[config.mk]
export PLATFORM = sky130hd
export DESIGN_NAME = mlfq_fixed_point_scheduler_math
export DESIGN_NICKNAME = d
export VERILOG_FILES = /design/src/sv/mlfq_pkg.sv /design/src/sv/mlfq_fixed_point_scheduler_math.sv /design/src/sv/mlfq_div.sv
export SDC_FILE = /design/constraint.sdc
export NUM_CORES = 2
export LEC_CHECK = 0
export ABC_AREA = 1
export BUFFER_PORTS_ARGS = -buffer_cell sky130_fd_sc_hd__buf_2
export CAP_MARGIN = 20
export CORE_MARGIN = 4
export CORE_UTILIZATION = 29
export DETAILED_ROUTE_END_ITERATION = 10
export SETUP_SLACK_MARGIN = 0.2
export SYNTH_ARGS = -nofsm -noshare
export SYNTH_HDL_FRONTEND = slang
export SYNTH_SLANG_ARGS = --single-unit
export TNS_END_PERCENT = 5
[constraint.sdc]
create_clock -name clk_i -period 10.1 [get_ports clk_i]
set_clock_uncertainty 0.15 [all_clocks]
set_input_delay 1.515 -clock clk_i [delete_from_list [all_inputs] [get_ports clk_i]]
set_output_delay 1.515 -clock clk_i [all_outputs]
set_load 0.005 [all_outputs]
[src/sv/mlfq_pkg.sv]
// shared types, constants and fixed point helpers for the mlfq scheduler math block
// used by mlfq_div and mlfq_fixed_point_scheduler_math; no dependencies
package mlfq_pkg;

  localparam int FRAC_BITS = 14;
  localparam int WORD_W    = 32;
  localparam int DVD_W     = WORD_W + FRAC_BITS;
  localparam int CNT_W     = $clog2(DVD_W + 1);

  localparam int READY_W   = 7;
  localparam int NICE_W    = 6;
  localparam int PRIO_W    = 6;
  localparam int IN_DATA_W  = 48;
  localparam int OUT_DATA_W = 104;

  localparam int PRI_MAX   = 63;
  localparam int PRI_MIN   = 0;
  localparam int MAX_READY = 64;

  localparam longint FX_ONE_L = 64'sd1 << FRAC_BITS;
  localparam logic signed [WORD_W-1:0] FX_ONE   = WORD_W'(FX_ONE_L);
  localparam logic signed [WORD_W-1:0] FX_HALF  = WORD_W'(FX_ONE_L / 2);
  localparam logic signed [WORD_W-1:0] LOAD_C1  =
    WORD_W'((59 * FX_ONE_L * FX_ONE_L) / (60 * FX_ONE_L));
  localparam logic signed [WORD_W-1:0] LOAD_C2  =
    WORD_W'((FX_ONE_L * FX_ONE_L) / (60 * FX_ONE_L));
  localparam logic signed [WORD_W-1:0] PRI_BASE = WORD_W'(PRI_MAX * FX_ONE_L);
  localparam logic signed [WORD_W-1:0] X100     = WORD_W'(100);

  typedef enum logic [1:0] {
    REQ_LOAD   = 2'd0,
    REQ_RECENT = 2'd1,
    REQ_PRIO   = 2'd2
  } req_e;

  typedef enum logic [3:0] {
    ST_IDLE,
    ST_DISPATCH,
    ST_LD_C1,
    ST_LD_C2,
    ST_LD_SUM,
    ST_RC_DIV,
    ST_RC_MUL,
    ST_RC_SUM,
    ST_PR_SUB,
    ST_PR_RND,
    ST_X100_L,
    ST_X100_C,
    ST_X100_END,
    ST_DONE
  } state_e;

  // product divided by one, truncated toward zero, wrapped to a word
  function automatic logic signed [WORD_W-1:0] fx_trunc(input logic signed [2*WORD_W-1:0] p);
    logic signed [2*WORD_W-1:0] adj;
    adj = p[2*WORD_W-1] ? p + (2*WORD_W)'(FX_ONE_L - 1) : p;
    return adj[FRAC_BITS+WORD_W-1:FRAC_BITS];
  endfunction

  // round to nearest integer, half away from zero, with wrapping sums
  function automatic logic signed [WORD_W-1:0] fx_nearest(input logic signed [WORD_W-1:0] x);
    logic signed [WORD_W-1:0] y;
    logic signed [WORD_W-1:0] adj;
    y   = x[WORD_W-1] ? x - FX_HALF : x + FX_HALF;
    adj = y[WORD_W-1] ? y + (FX_ONE - WORD_W'(1)) : y;
    return adj >>> FRAC_BITS;
  endfunction

endpackage

[src/sv/mlfq_fixed_point_scheduler_math.sv]
// top level of the mlfq scheduler math block, 17.14 signed fixed point
// depends on mlfq_pkg and mlfq_div
//
// One item is worked at a time by a small sequencer around one shared 32x32 multiplier
// and an iterative divider. s_axis_tready is high only while the sequencer is idle. A cpu
// usage update of a thread that is not idle waits on the one bit per cycle divider that
// forms 2L/(2L+1); when 2L+1 wraps to zero the divider is skipped. The result waits in an
// output register, so the sequencer is ready for the next item in the cycle after the
// result is loaded, while it may still be unclaimed. A new result waits in the sequencer
// while the output register stays full. The load average clears at reset.
module mlfq_fixed_point_scheduler_math (
  input  logic                                 clk_i,
  input  logic                                 rst_ni,
  input  logic                                 s_axis_tvalid,
  output logic                                 s_axis_tready,
  // ready_count, running_not_idle, thread_is_idle, cpu_usage, niceness, zero fill
  input  logic [mlfq_pkg::IN_DATA_W-1:0]       s_axis_tdata,
  // req_type
  input  logic [1:0]                           s_axis_tuser,
  output logic                                 m_axis_tvalid,
  input  logic                                 m_axis_tready,
  // cpu_usage_out, thread_priority, load_x100, cpu_usage_x100, zero fill
  output logic [mlfq_pkg::OUT_DATA_W-1:0]      m_axis_tdata,
  // skipped
  output logic                                 m_axis_tuser
);

  localparam int W = mlfq_pkg::WORD_W;

  mlfq_pkg::state_e state_q, state_d;

  logic signed [W-1:0]                 load_q, load_d;
  logic                                m_valid_q, m_valid_d;

  mlfq_pkg::req_e                      req_q;
  logic [mlfq_pkg::READY_W-1:0]        ready_q;
  logic                                run_q;
  logic                                idle_q;
  logic signed [W-1:0]                 cpu_q;
  logic signed [mlfq_pkg::NICE_W-1:0]  nice_q;

  logic signed [W-1:0]                 cpu_out_q;
  logic [mlfq_pkg::PRIO_W-1:0]         prio_q;
  logic                                skip_q;
  logic signed [W-1:0]                 tmp_q;
  logic signed [W-1:0]                 k_q;
  logic                                neg_q;
  logic signed [W-1:0]                 load100_q;
  logic signed [W-1:0]                 cpu100_q;
  logic signed [2*W-1:0]               prod_q;
  logic [mlfq_pkg::OUT_DATA_W-1:0]     out_data_q;
  logic                                out_skip_q;

  logic signed [W-1:0]                 mul_a;
  logic signed [W-1:0]                 mul_b;
  logic                                div_start;
  logic                                out_load;
  logic                                accept;

  logic [mlfq_pkg::READY_W-1:0]        ready_sat;
  logic [mlfq_pkg::READY_W-1:0]        n_run;
  logic signed [W-1:0]                 twol;
  logic signed [W-1:0]                 den;
  logic [W-1:0]                        twol_mag;
  logic [W-1:0]                        den_mag;
  logic signed [W-1:0]                 nice_ext;
  logic signed [W-1:0]                 cpu_div4;
  logic signed [W-1:0]                 prio_raw;
  logic signed [W-1:0]                 prio_rnd;
  logic signed [W-1:0]                 prio_clamp;
  logic                                div_done;
  logic [mlfq_pkg::DVD_W-1:0]          div_quo;
  logic [mlfq_pkg::DVD_W-1:0]          quo_fix;

  mlfq_div u_div (
    .clk_i      (clk_i),
    .rst_ni     (rst_ni),
    .start_i    (div_start),
    .dividend_i ({twol_mag, {mlfq_pkg::FRAC_BITS{1'b0}}}),
    .divisor_i  (den_mag),
    .done_o     (div_done),
    .quotient_o (div_quo)
  );

  assign accept = s_axis_tvalid && s_axis_tready;

  always_comb begin
    ready_sat = (ready_q > mlfq_pkg::READY_W'(mlfq_pkg::MAX_READY))
              ? mlfq_pkg::READY_W'(mlfq_pkg::MAX_READY) : ready_q;
    n_run     = ready_sat + mlfq_pkg::READY_W'(run_q);
    twol      = load_q <<< 1;
    den       = twol + mlfq_pkg::FX_ONE;
    twol_mag  = twol[W-1] ? W'(-twol) : W'(twol);
    den_mag   = den[W-1] ? W'(-den) : W'(den);
    quo_fix   = neg_q ? -div_quo : div_quo;
    nice_ext  = {{(W-mlfq_pkg::NICE_W){nice_q[mlfq_pkg::NICE_W-1]}}, nice_q};
    cpu_div4  = (cpu_q[W-1] ? cpu_q + W'(3) : cpu_q) >>> 2;
    prio_raw  = mlfq_pkg::PRI_BASE - cpu_div4 - (nice_ext <<< (mlfq_pkg::FRAC_BITS + 1));
    prio_rnd  = mlfq_pkg::fx_nearest(tmp_q);
    if (prio_rnd > mlfq_pkg::PRI_MAX) begin
      prio_clamp = W'(mlfq_pkg::PRI_MAX);
    end else if (prio_rnd < mlfq_pkg::PRI_MIN) begin
      prio_clamp = W'(mlfq_pkg::PRI_MIN);
    end else begin
      prio_clamp = prio_rnd;
    end
  end

  // next state
  always_comb begin
    state_d = state_q;
    unique case (state_q)
      mlfq_pkg::ST_IDLE: begin
        if (accept) state_d = mlfq_pkg::ST_DISPATCH;
      end
      mlfq_pkg::ST_DISPATCH: begin
        case (req_q)
          mlfq_pkg::REQ_LOAD:   state_d = mlfq_pkg::ST_LD_C1;
          mlfq_pkg::REQ_RECENT: begin
            if (idle_q) state_d = mlfq_pkg::ST_X100_L;
            else if (den == '0) state_d = mlfq_pkg::ST_RC_MUL;
            else state_d = mlfq_pkg::ST_RC_DIV;
          end
          mlfq_pkg::REQ_PRIO:   state_d = idle_q ? mlfq_pkg::ST_X100_L : mlfq_pkg::ST_PR_SUB;
          default:              state_d = mlfq_pkg::ST_X100_L;
        endcase
      end
      mlfq_pkg::ST_LD_C1:    state_d = mlfq_pkg::ST_LD_C2;
      mlfq_pkg::ST_LD_C2:    state_d = mlfq_pkg::ST_LD_SUM;
      mlfq_pkg::ST_LD_SUM:   state_d = mlfq_pkg::ST_X100_L;
      mlfq_pkg::ST_RC_DIV: begin
        if (div_done) state_d = mlfq_pkg::ST_RC_MUL;
      end
      mlfq_pkg::ST_RC_MUL:   state_d = mlfq_pkg::ST_RC_SUM;
      mlfq_pkg::ST_RC_SUM:   state_d = mlfq_pkg::ST_X100_L;
      mlfq_pkg::ST_PR_SUB:   state_d = mlfq_pkg::ST_PR_RND;
      mlfq_pkg::ST_PR_RND:   state_d = mlfq_pkg::ST_X100_L;
      mlfq_pkg::ST_X100_L:   state_d = mlfq_pkg::ST_X100_C;
      mlfq_pkg::ST_X100_C:   state_d = mlfq_pkg::ST_X100_END;
      mlfq_pkg::ST_X100_END: state_d = mlfq_pkg::ST_DONE;
      mlfq_pkg::ST_DONE: begin
        if (!m_valid_q || m_axis_tready) state_d = mlfq_pkg::ST_IDLE;
      end
      default:               state_d = mlfq_pkg::ST_IDLE;
    endcase
  end

  // outputs of the sequencer
  always_comb begin
    s_axis_tready = 1'b0;
    div_start     = 1'b0;
    out_load      = 1'b0;
    mul_a         = load_q;
    mul_b         = mlfq_pkg::X100;
    unique case (state_q)
      mlfq_pkg::ST_IDLE:     s_axis_tready = 1'b1;
      mlfq_pkg::ST_DISPATCH: begin
        div_start = (req_q == mlfq_pkg::REQ_RECENT) && !idle_q && (den != '0);
      end
      mlfq_pkg::ST_LD_C1: begin
        mul_a = mlfq_pkg::LOAD_C1;
        mul_b = load_q;
      end
      mlfq_pkg::ST_LD_C2: begin
        mul_a = mlfq_pkg::LOAD_C2;
        mul_b = W'(n_run);
      end
      mlfq_pkg::ST_RC_MUL: begin
        mul_a = k_q;
        mul_b = cpu_q;
      end
      mlfq_pkg::ST_X100_C: begin
        mul_a = cpu_out_q;
        mul_b = mlfq_pkg::X100;
      end
      mlfq_pkg::ST_DONE:     out_load = !m_valid_q || m_axis_tready;
      default: ;
    endcase
  end

  always_comb begin
    load_d    = load_q;
    m_valid_d = m_valid_q;
    if (state_q == mlfq_pkg::ST_LD_SUM) load_d = tmp_q + prod_q[W-1:0];
    if (out_load) m_valid_d = 1'b1;
    else if (m_axis_tready) m_valid_d = 1'b0;
  end

  always_ff @(posedge clk_i or negedge rst_ni) begin
    if (!rst_ni) begin
      state_q   <= mlfq_pkg::ST_IDLE;
      load_q    <= '0;
      m_valid_q <= 1'b0;
    end else begin
      state_q   <= state_d;
      load_q    <= load_d;
      m_valid_q <= m_valid_d;
    end
  end

  always_ff @(posedge clk_i) begin
    prod_q <= mul_a * mul_b;
    case (state_q)
      mlfq_pkg::ST_IDLE: begin
        if (accept) begin
          req_q     <= mlfq_pkg::req_e'(s_axis_tuser);
          ready_q   <= s_axis_tdata[6:0];
          run_q     <= s_axis_tdata[7];
          idle_q    <= s_axis_tdata[8];
          cpu_q     <= s_axis_tdata[40:9];
          nice_q    <= s_axis_tdata[46:41];
          cpu_out_q <= s_axis_tdata[40:9];
          prio_q    <= '0;
          skip_q    <= 1'b0;
        end
      end
      mlfq_pkg::ST_DISPATCH: begin
        skip_q <= idle_q && (req_q == mlfq_pkg::REQ_RECENT || req_q == mlfq_pkg::REQ_PRIO);
        neg_q  <= twol[W-1] ^ den[W-1];
        k_q    <= '0;
      end
      mlfq_pkg::ST_LD_C2:    tmp_q <= mlfq_pkg::fx_trunc(prod_q);
      mlfq_pkg::ST_RC_DIV: begin
        if (div_done) k_q <= quo_fix[W-1:0];
      end
      mlfq_pkg::ST_RC_SUM: begin
        cpu_out_q <= mlfq_pkg::fx_trunc(prod_q) + (nice_ext <<< mlfq_pkg::FRAC_BITS);
      end
      mlfq_pkg::ST_PR_SUB:   tmp_q <= prio_raw;
      mlfq_pkg::ST_PR_RND:   prio_q <= prio_clamp[mlfq_pkg::PRIO_W-1:0];
      mlfq_pkg::ST_X100_C:   load100_q <= mlfq_pkg::fx_nearest(prod_q[W-1:0]);
      mlfq_pkg::ST_X100_END: cpu100_q <= mlfq_pkg::fx_nearest(prod_q[W-1:0]);
      default: ;
    endcase
    if (out_load) begin
      out_data_q <= {2'b00, cpu100_q, load100_q, prio_q, cpu_out_q};
      out_skip_q <= skip_q;
    end
  end

  assign m_axis_tvalid = m_valid_q;
  assign m_axis_tdata  = out_data_q;
  assign m_axis_tuser  = out_skip_q;

endmodule

[src/sv/mlfq_div.sv]
// iterative unsigned restoring divider, one quotient bit per cycle
// depends on mlfq_pkg for widths
module mlfq_div (
  input  logic                                 clk_i,
  input  logic                                 rst_ni,
  input  logic                                 start_i,
  input  logic [mlfq_pkg::DVD_W-1:0]           dividend_i,
  input  logic [mlfq_pkg::WORD_W-1:0]          divisor_i,
  output logic                                 done_o,
  output logic [mlfq_pkg::DVD_W-1:0]           quotient_o
);

  logic                               busy_q, busy_d;
  logic                               done_q, done_d;
  logic [mlfq_pkg::CNT_W-1:0]         cnt_q, cnt_d;
  logic [mlfq_pkg::WORD_W:0]          rem_q, rem_d;
  logic [mlfq_pkg::DVD_W-1:0]         quo_q, quo_d;
  logic [mlfq_pkg::WORD_W-1:0]        dsr_q, dsr_d;
  logic [mlfq_pkg::WORD_W:0]          rem_sh;
  logic [mlfq_pkg::WORD_W:0]          rem_sub;

  always_comb begin
    rem_sh  = {rem_q[mlfq_pkg::WORD_W-1:0], quo_q[mlfq_pkg::DVD_W-1]};
    rem_sub = rem_sh - {1'b0, dsr_q};
    busy_d  = busy_q;
    done_d  = 1'b0;
    cnt_d   = cnt_q;
    rem_d   = rem_q;
    quo_d   = quo_q;
    dsr_d   = dsr_q;
    if (start_i) begin
      busy_d = 1'b1;
      cnt_d  = mlfq_pkg::CNT_W'(mlfq_pkg::DVD_W);
      rem_d  = '0;
      quo_d  = dividend_i;
      dsr_d  = divisor_i;
    end else if (busy_q) begin
      if (!rem_sub[mlfq_pkg::WORD_W]) begin
        rem_d = rem_sub;
        quo_d = {quo_q[mlfq_pkg::DVD_W-2:0], 1'b1};
      end else begin
        rem_d = rem_sh;
        quo_d = {quo_q[mlfq_pkg::DVD_W-2:0], 1'b0};
      end
      cnt_d = cnt_q - mlfq_pkg::CNT_W'(1);
      if (cnt_q == mlfq_pkg::CNT_W'(1)) begin
        busy_d = 1'b0;
        done_d = 1'b1;
      end
    end
  end

  always_ff @(posedge clk_i or negedge rst_ni) begin
    if (!rst_ni) begin
      busy_q <= 1'b0;
      done_q <= 1'b0;
      cnt_q  <= '0;
    end else begin
      busy_q <= busy_d;
      done_q <= done_d;
      cnt_q  <= cnt_d;
    end
  end

  always_ff @(posedge clk_i) begin
    rem_q <= rem_d;
    quo_q <= quo_d;
    dsr_q <= dsr_d;
  end

  assign done_o     = done_q;
  assign quotient_o = quo_q;

endmodule
**Word-level counts from Yosys, hierarchy flattened**

Index checks and enable logic that the tools add are counted.

- Flip-flop bits (word level): 497
- Input bits: 54

- Add/subtract/negate cells: 19
- Muxes and demuxes: 48
- Bitwise operators: 1
- Reductions and logical operators: 26
- Order comparisons: 3
- Multiply operators: 1
- Eq/ne operators: 19

Operators with widths:

| operator | number |
|---|---|
| $mux 32 | 10 |
| $pmux 32 s2 | 3 |
| $mux 46 | 3 |
| $add 32x15->32 const B | 4 |
| $pmux 32 s4 | 1 |
| $neg 32->32 | 3 |
| $pmux 32 s3 | 1 |
| $mul 32x32->64 | 1 |
| $sub 32x15->32 const B | 2 |
| $pmux 4 s12 | 1 |
| $add 46x15->46 const B | 1 |
| $sub 33x32->33 | 1 |
| $add 32x16->32 const B | 1 |
| $add 32x20->32 | 1 |
| $add 32x3->32 const B | 1 |
| $add 32x32->32 | 1 |
| $logic_not 32->1 | 1 |
| $reduce_bool 32->1 | 1 |
| $sub 31x21->32 | 1 |
| $mux 31 | 1 |
| $sub 21x30->31 const A | 1 |
| $mux 6 | 5 |
| $eq 4x4->1 const B | 6 |
| $gt 18x7->1 const B | 1 |
| other kinds (29) | 65 |

**Logic depth before layout (Yosys ltp)**

- Word-level depth: 8
- Mapped depth: 44

**Modules after synthesis**

Synthesis repeated with hierarchy kept, for this count alone.

- Cells, all modules: 8183
- Area total of the unflattened synthesis: 67080.6 µm²

By module, submodules not included:

| module | instances | cells an instance | area an instance (µm²) |
|---|---|---|---|
| mlfq_fixed_point_scheduler_math | 1 | 7075 | 59412.0 |
| mlfq_div | 1 | 1108 | 7668.6 |

**Worst setup path before layout**

OpenSTA, ideal clock, no wires.

- Path type: register to register
- Start: register state_q[0]
- End: register prod_q[63]
- Setup time: 121 ps
- Cell stages (with the launch flop): 37
- Period minus slack after synthesis: 8435 ps
- Setup slack: 1665 ps
- Arrival: 8164 ps
- Required time: 9829 ps
- Cell sequence: dfrtp_1 -> nor2_1 -> inv_1 -> nor2_1 -> buf_2 -> buf_1 -> a221oi_1 -> nand2_1 -> inv_1 -> nor2_1 -> inv_1 -> fa_1 -> xor2_1 -> inv_1 -> ha_1 -> a21oi_1 -> inv_1 -> ha_1 -> inv_1 -> fa_1 -> inv_1 -> fa_1 -> inv_1 -> fa_1 -> inv_1 -> fa_1 -> inv_1 -> fa_1 -> inv_1 -> ha_1 -> nand2_1 -> o21ai_0 -> nand2_1 -> o211ai_1 -> a221oi_1 -> nand2_1 -> xor2_1

- Word-level cells in the longest chain between the ends: 3
- Elaborated cells on any way between the ends: 7
- Classes of those cells: mul: 1; eq/ne: 4; mux: 2

RTL lines:

| item | line | text |
|---|---|---|
| start, declared | mlfq_fixed_point_scheduler_math.sv:30 | `mlfq_pkg::state_e state_q, state_d;` |
| start signal, assigned | mlfq_fixed_point_scheduler_math.sv:191 | `state_q <= mlfq_pkg::ST_IDLE;` |
| start signal, assigned | mlfq_fixed_point_scheduler_math.sv:195 | `state_q <= state_d;` |
| $eq 4x4->1, or another cell as far along | mlfq_fixed_point_scheduler_math.sv:155 | `unique case (state_q)` |
| $pmux 32 s4 or $pmux 32 s3 (tied branches) | mlfq_fixed_point_scheduler_math.sv:155 |  |
| $mul 32x32->64 * | mlfq_fixed_point_scheduler_math.sv:202 | `prod_q <= mul_a * mul_b;` |
| end signal, assigned | mlfq_fixed_point_scheduler_math.sv:202 |  |
| end, declared | mlfq_fixed_point_scheduler_math.sv:50 | `logic signed [2*W-1:0] prod_q;` |

Mark *: on every way between the ends. The rest lies on a longest branch, timed or not.
A chain may end at the register's enable or synchronous reset.

**Worst setup path after layout**

- Start: register state_q[3]
- End: register prod_q[63]

The elaborated chain is that of the path after synthesis.

==> qor.yml <==
run_status:
  status: "complete, no violations"
timing:
  fin_crit_sh_pct: 96.0
  fin_tns_setup_ns: 0
  rsz0062_at_grt: "no"
  worst_pin_slew_ns: 1.08
  min_period_ns: 9.69
  drv_slew: 0
  fmax_mhz: 103
  setup_viol_count_final: 0
  relSlewSlack_pct: 28.2
  final_hold_viol_count: 0
  hold_slack_ns: 0.267
grt:
  antenna_found_initial: 10
  grt_pass1_vias: 56100
  groute.usage.overall_pct: 20.0
  grt_pass1_wl_um: 357000
  grt_overflow: 0
  grt_max_degree: 91
run:
  cap_viol_max_count: 0
synth:
  synthXorXnorAreaFrac_pct: 3.50
  netlist.area_leader.share_pct: 32.6
  synth_top_area_cell: "fa_1"
  synth_compound_area_share_pct: 6.67
  synthArstFlopShare_pct: 9.68
  ys_seq_area_share_pct: 19.3
  synth_area_um2: 66300
  synth_edf_count: 327
  ys.flop_type: "edfxtp_1"
  synth_top_family_by_area: "adder cells"
  syn-instance-count: 8105
  yosys_warnings: 0
  synthAdderAreaFrac_pct: 39.5
  ys_ff_latch: 465
  synth_simple_gate_area_share_pct: 18.4
  synthMuxAreaShare_pct: 0.0453
  synth_cell_types: 65
  syn_avg_cell_area_um2: 8.18
  synthTopCellsByArea: "fa_1, edfxtp_1, inv_1"
setup_path:
  rr_worst_depth: 31
  reg2reg_slack_ns: 0.41
  cp-end-kind: "register"
  r2r_start: "state_q[3]"
  critPathLaunchType: "register"
  crit_type: "register to register"
  path_max_fanout: 17
  cp_slowest_cell: "fa_1"
  critPathMaxStageDelay_ns: 0.54
  crit_path_start: "state_q[3]"
  arrival_ns: 10.05
  cpMostUsedCell: "fa_1"
  rr_endpoint: "prod_q[63]"
  worstPathRequired_ns: 10.46
floorplan:
  io_pins: 161
  initial_core_util_pct: 29.2
  die_area_um2: 236000
  rows: 175
  coreArea_um2: 227000
  fp.dieW_um: 486
  die_y_um: 486
clock_network:
  clockBufferDepth: 3
  cts.sinks: 465
  cts_tree: "built"
  insertion_delay_ns: 0.62
  htreeDepth: 2
  postCtsHoldBufs: 0
  clk_pin_slew_ns: 0.06
  cts-root-buf: "clkbuf_16"
  numCtsBuffers: 49
layout:
  fin_nets: 9767
  final_common_cell: "inv_1"
  area_delta_synth_final_pct: 11.0
  most-common-layout-cells: "inv_1, nand2_1, fa_1"
  layout.cells.non_filler: 11300
  drive_gt1_share_pct: 7.19
routing:
  wl_per_cell_um: 21.0
  wl_um: 238000
  post-route-drc-count: 0
  via_count: 54600
  drtIter0Drc: 4201
  ant_nets: 0
  first_pass_iters: 6
  viasPerCell: 4.82
worst_hold_path:
  holdCritStartpoint: "load100_q[8]"
  hp-class: "register to register"
  min_to: "m_axis_tdata[46]"
  whs_path_depth: 0
placed_design:
  portBuffers: 157
  dp_hpwl_um: 199000
  place_inst: 11200
  gp_congestion: 0.974
[routing by layer]
metal	up-vias	wire (um)	track usage, %
li1	24900	-	-
met1	27300	98700	26.1
met2	2023	111000	33.3
met3	404	17100	3.21
met4	4	11000	7.68
met5	-	25	0
[how the worst max path moves through the flow]
stage | slack, ns | cells past startpoint | endpoint
global route | 0.21 | 39 | prod_q[63]
floorplan | 1.66 | 36 | prod_q[63]
finish | 0.41 | 31 | prod_q[63]
CTS | 0.23 | 33 | prod_q[63]
detailed placement | 0.09 | 30 | prod_q[63]
global placement | 0.11 | 33 | prod_q[63]
[layout make-up]
class	count	area (um^2)
antenna	5	12.5
clock buffer	61	1340
clock inverter	29	300
fill	23800	154000
inverter	1877	7070
multi-input combinational	5481	45500
sequential	465	12800
tap	3009	3760
timing repair buffer	393	2820
[state kept, by name, summed over array words and instances (netlist names), 2 cells and up]
signal and cells:
req_q 2, nice_q 6, tmp_q 32, u_div.cnt_q 6, k_q 32, prod_q 47
cpu100_q 18, u_div.quotient_o 46, load100_q 18, cpu_q 32, u_div.rem_q 32, load_q 32
state_q 4, cpu_out_q 32, m_axis_tdata 74, u_div.dsr_q 31, ready_q 7, prio_q 6
[cells by family (layout without fill, tap and decap cells)]
kind of cell,after synthesis,count (layout)
buf+inv,2160,2360
flops,465,465
simple gates,2994,2994
mux,3,3
xor+xnor,264,264
fa+ha+maj,1446,1446
compound gates,772,772
other cells,1,7
[critical path, delay by kind of cell (launching register included)]
| family | cells | cell delay (ns) |
|---|---|---|
| xor+xnor | 1 | 0.15 |
| compound gates | 6 | 1.89 |
| flops | 1 | 0.42 |
| buf+inv | 9 | 1.63 |
| fa+ha+maj | 9 | 4.21 |
| simple gates | 6 | 1.09 |
[synth_stat cells, types with 34 or more instances]
cell	instances
dfxtp_1	93
a31oi_1	43
xor2_1	190
nand4_1	64
edfxtp_1	327
nor2_1	770
inv_1	1855
xnor2_1	73
nor3_1	96
buf_4	38
o21ai_0	261
dfrtp_1	45
clkbuf_1	199
nand2_1	1703
ha_1	368
buf_2	34
fa_1	1078
nand3_1	270
a21oi_1	280
[what timing repair did]
item                                    CTS  global route
pin swaps                                 0             1
setup buffers                             0             1
resized for setup                         5            14
endpoints found under the setup margin    2             9
[metrics by stage]
step / cell area (um^2) / util (%) / setup slack (ns)
detailed placement: 71800 / 31.6 / 0.0946
finish: 73600 / 32.4 / 0.406
global route: 73600 / 32.4 / 0.209
global placement: 71800 / 31.6 / 0.106
CTS: 73500 / 32.3 / 0.229
floorplan: 66300 / - / 1.66
Power is not shown: default switching activity piles up to over one toggle a cycle in this logic, so the estimate is an artifact.
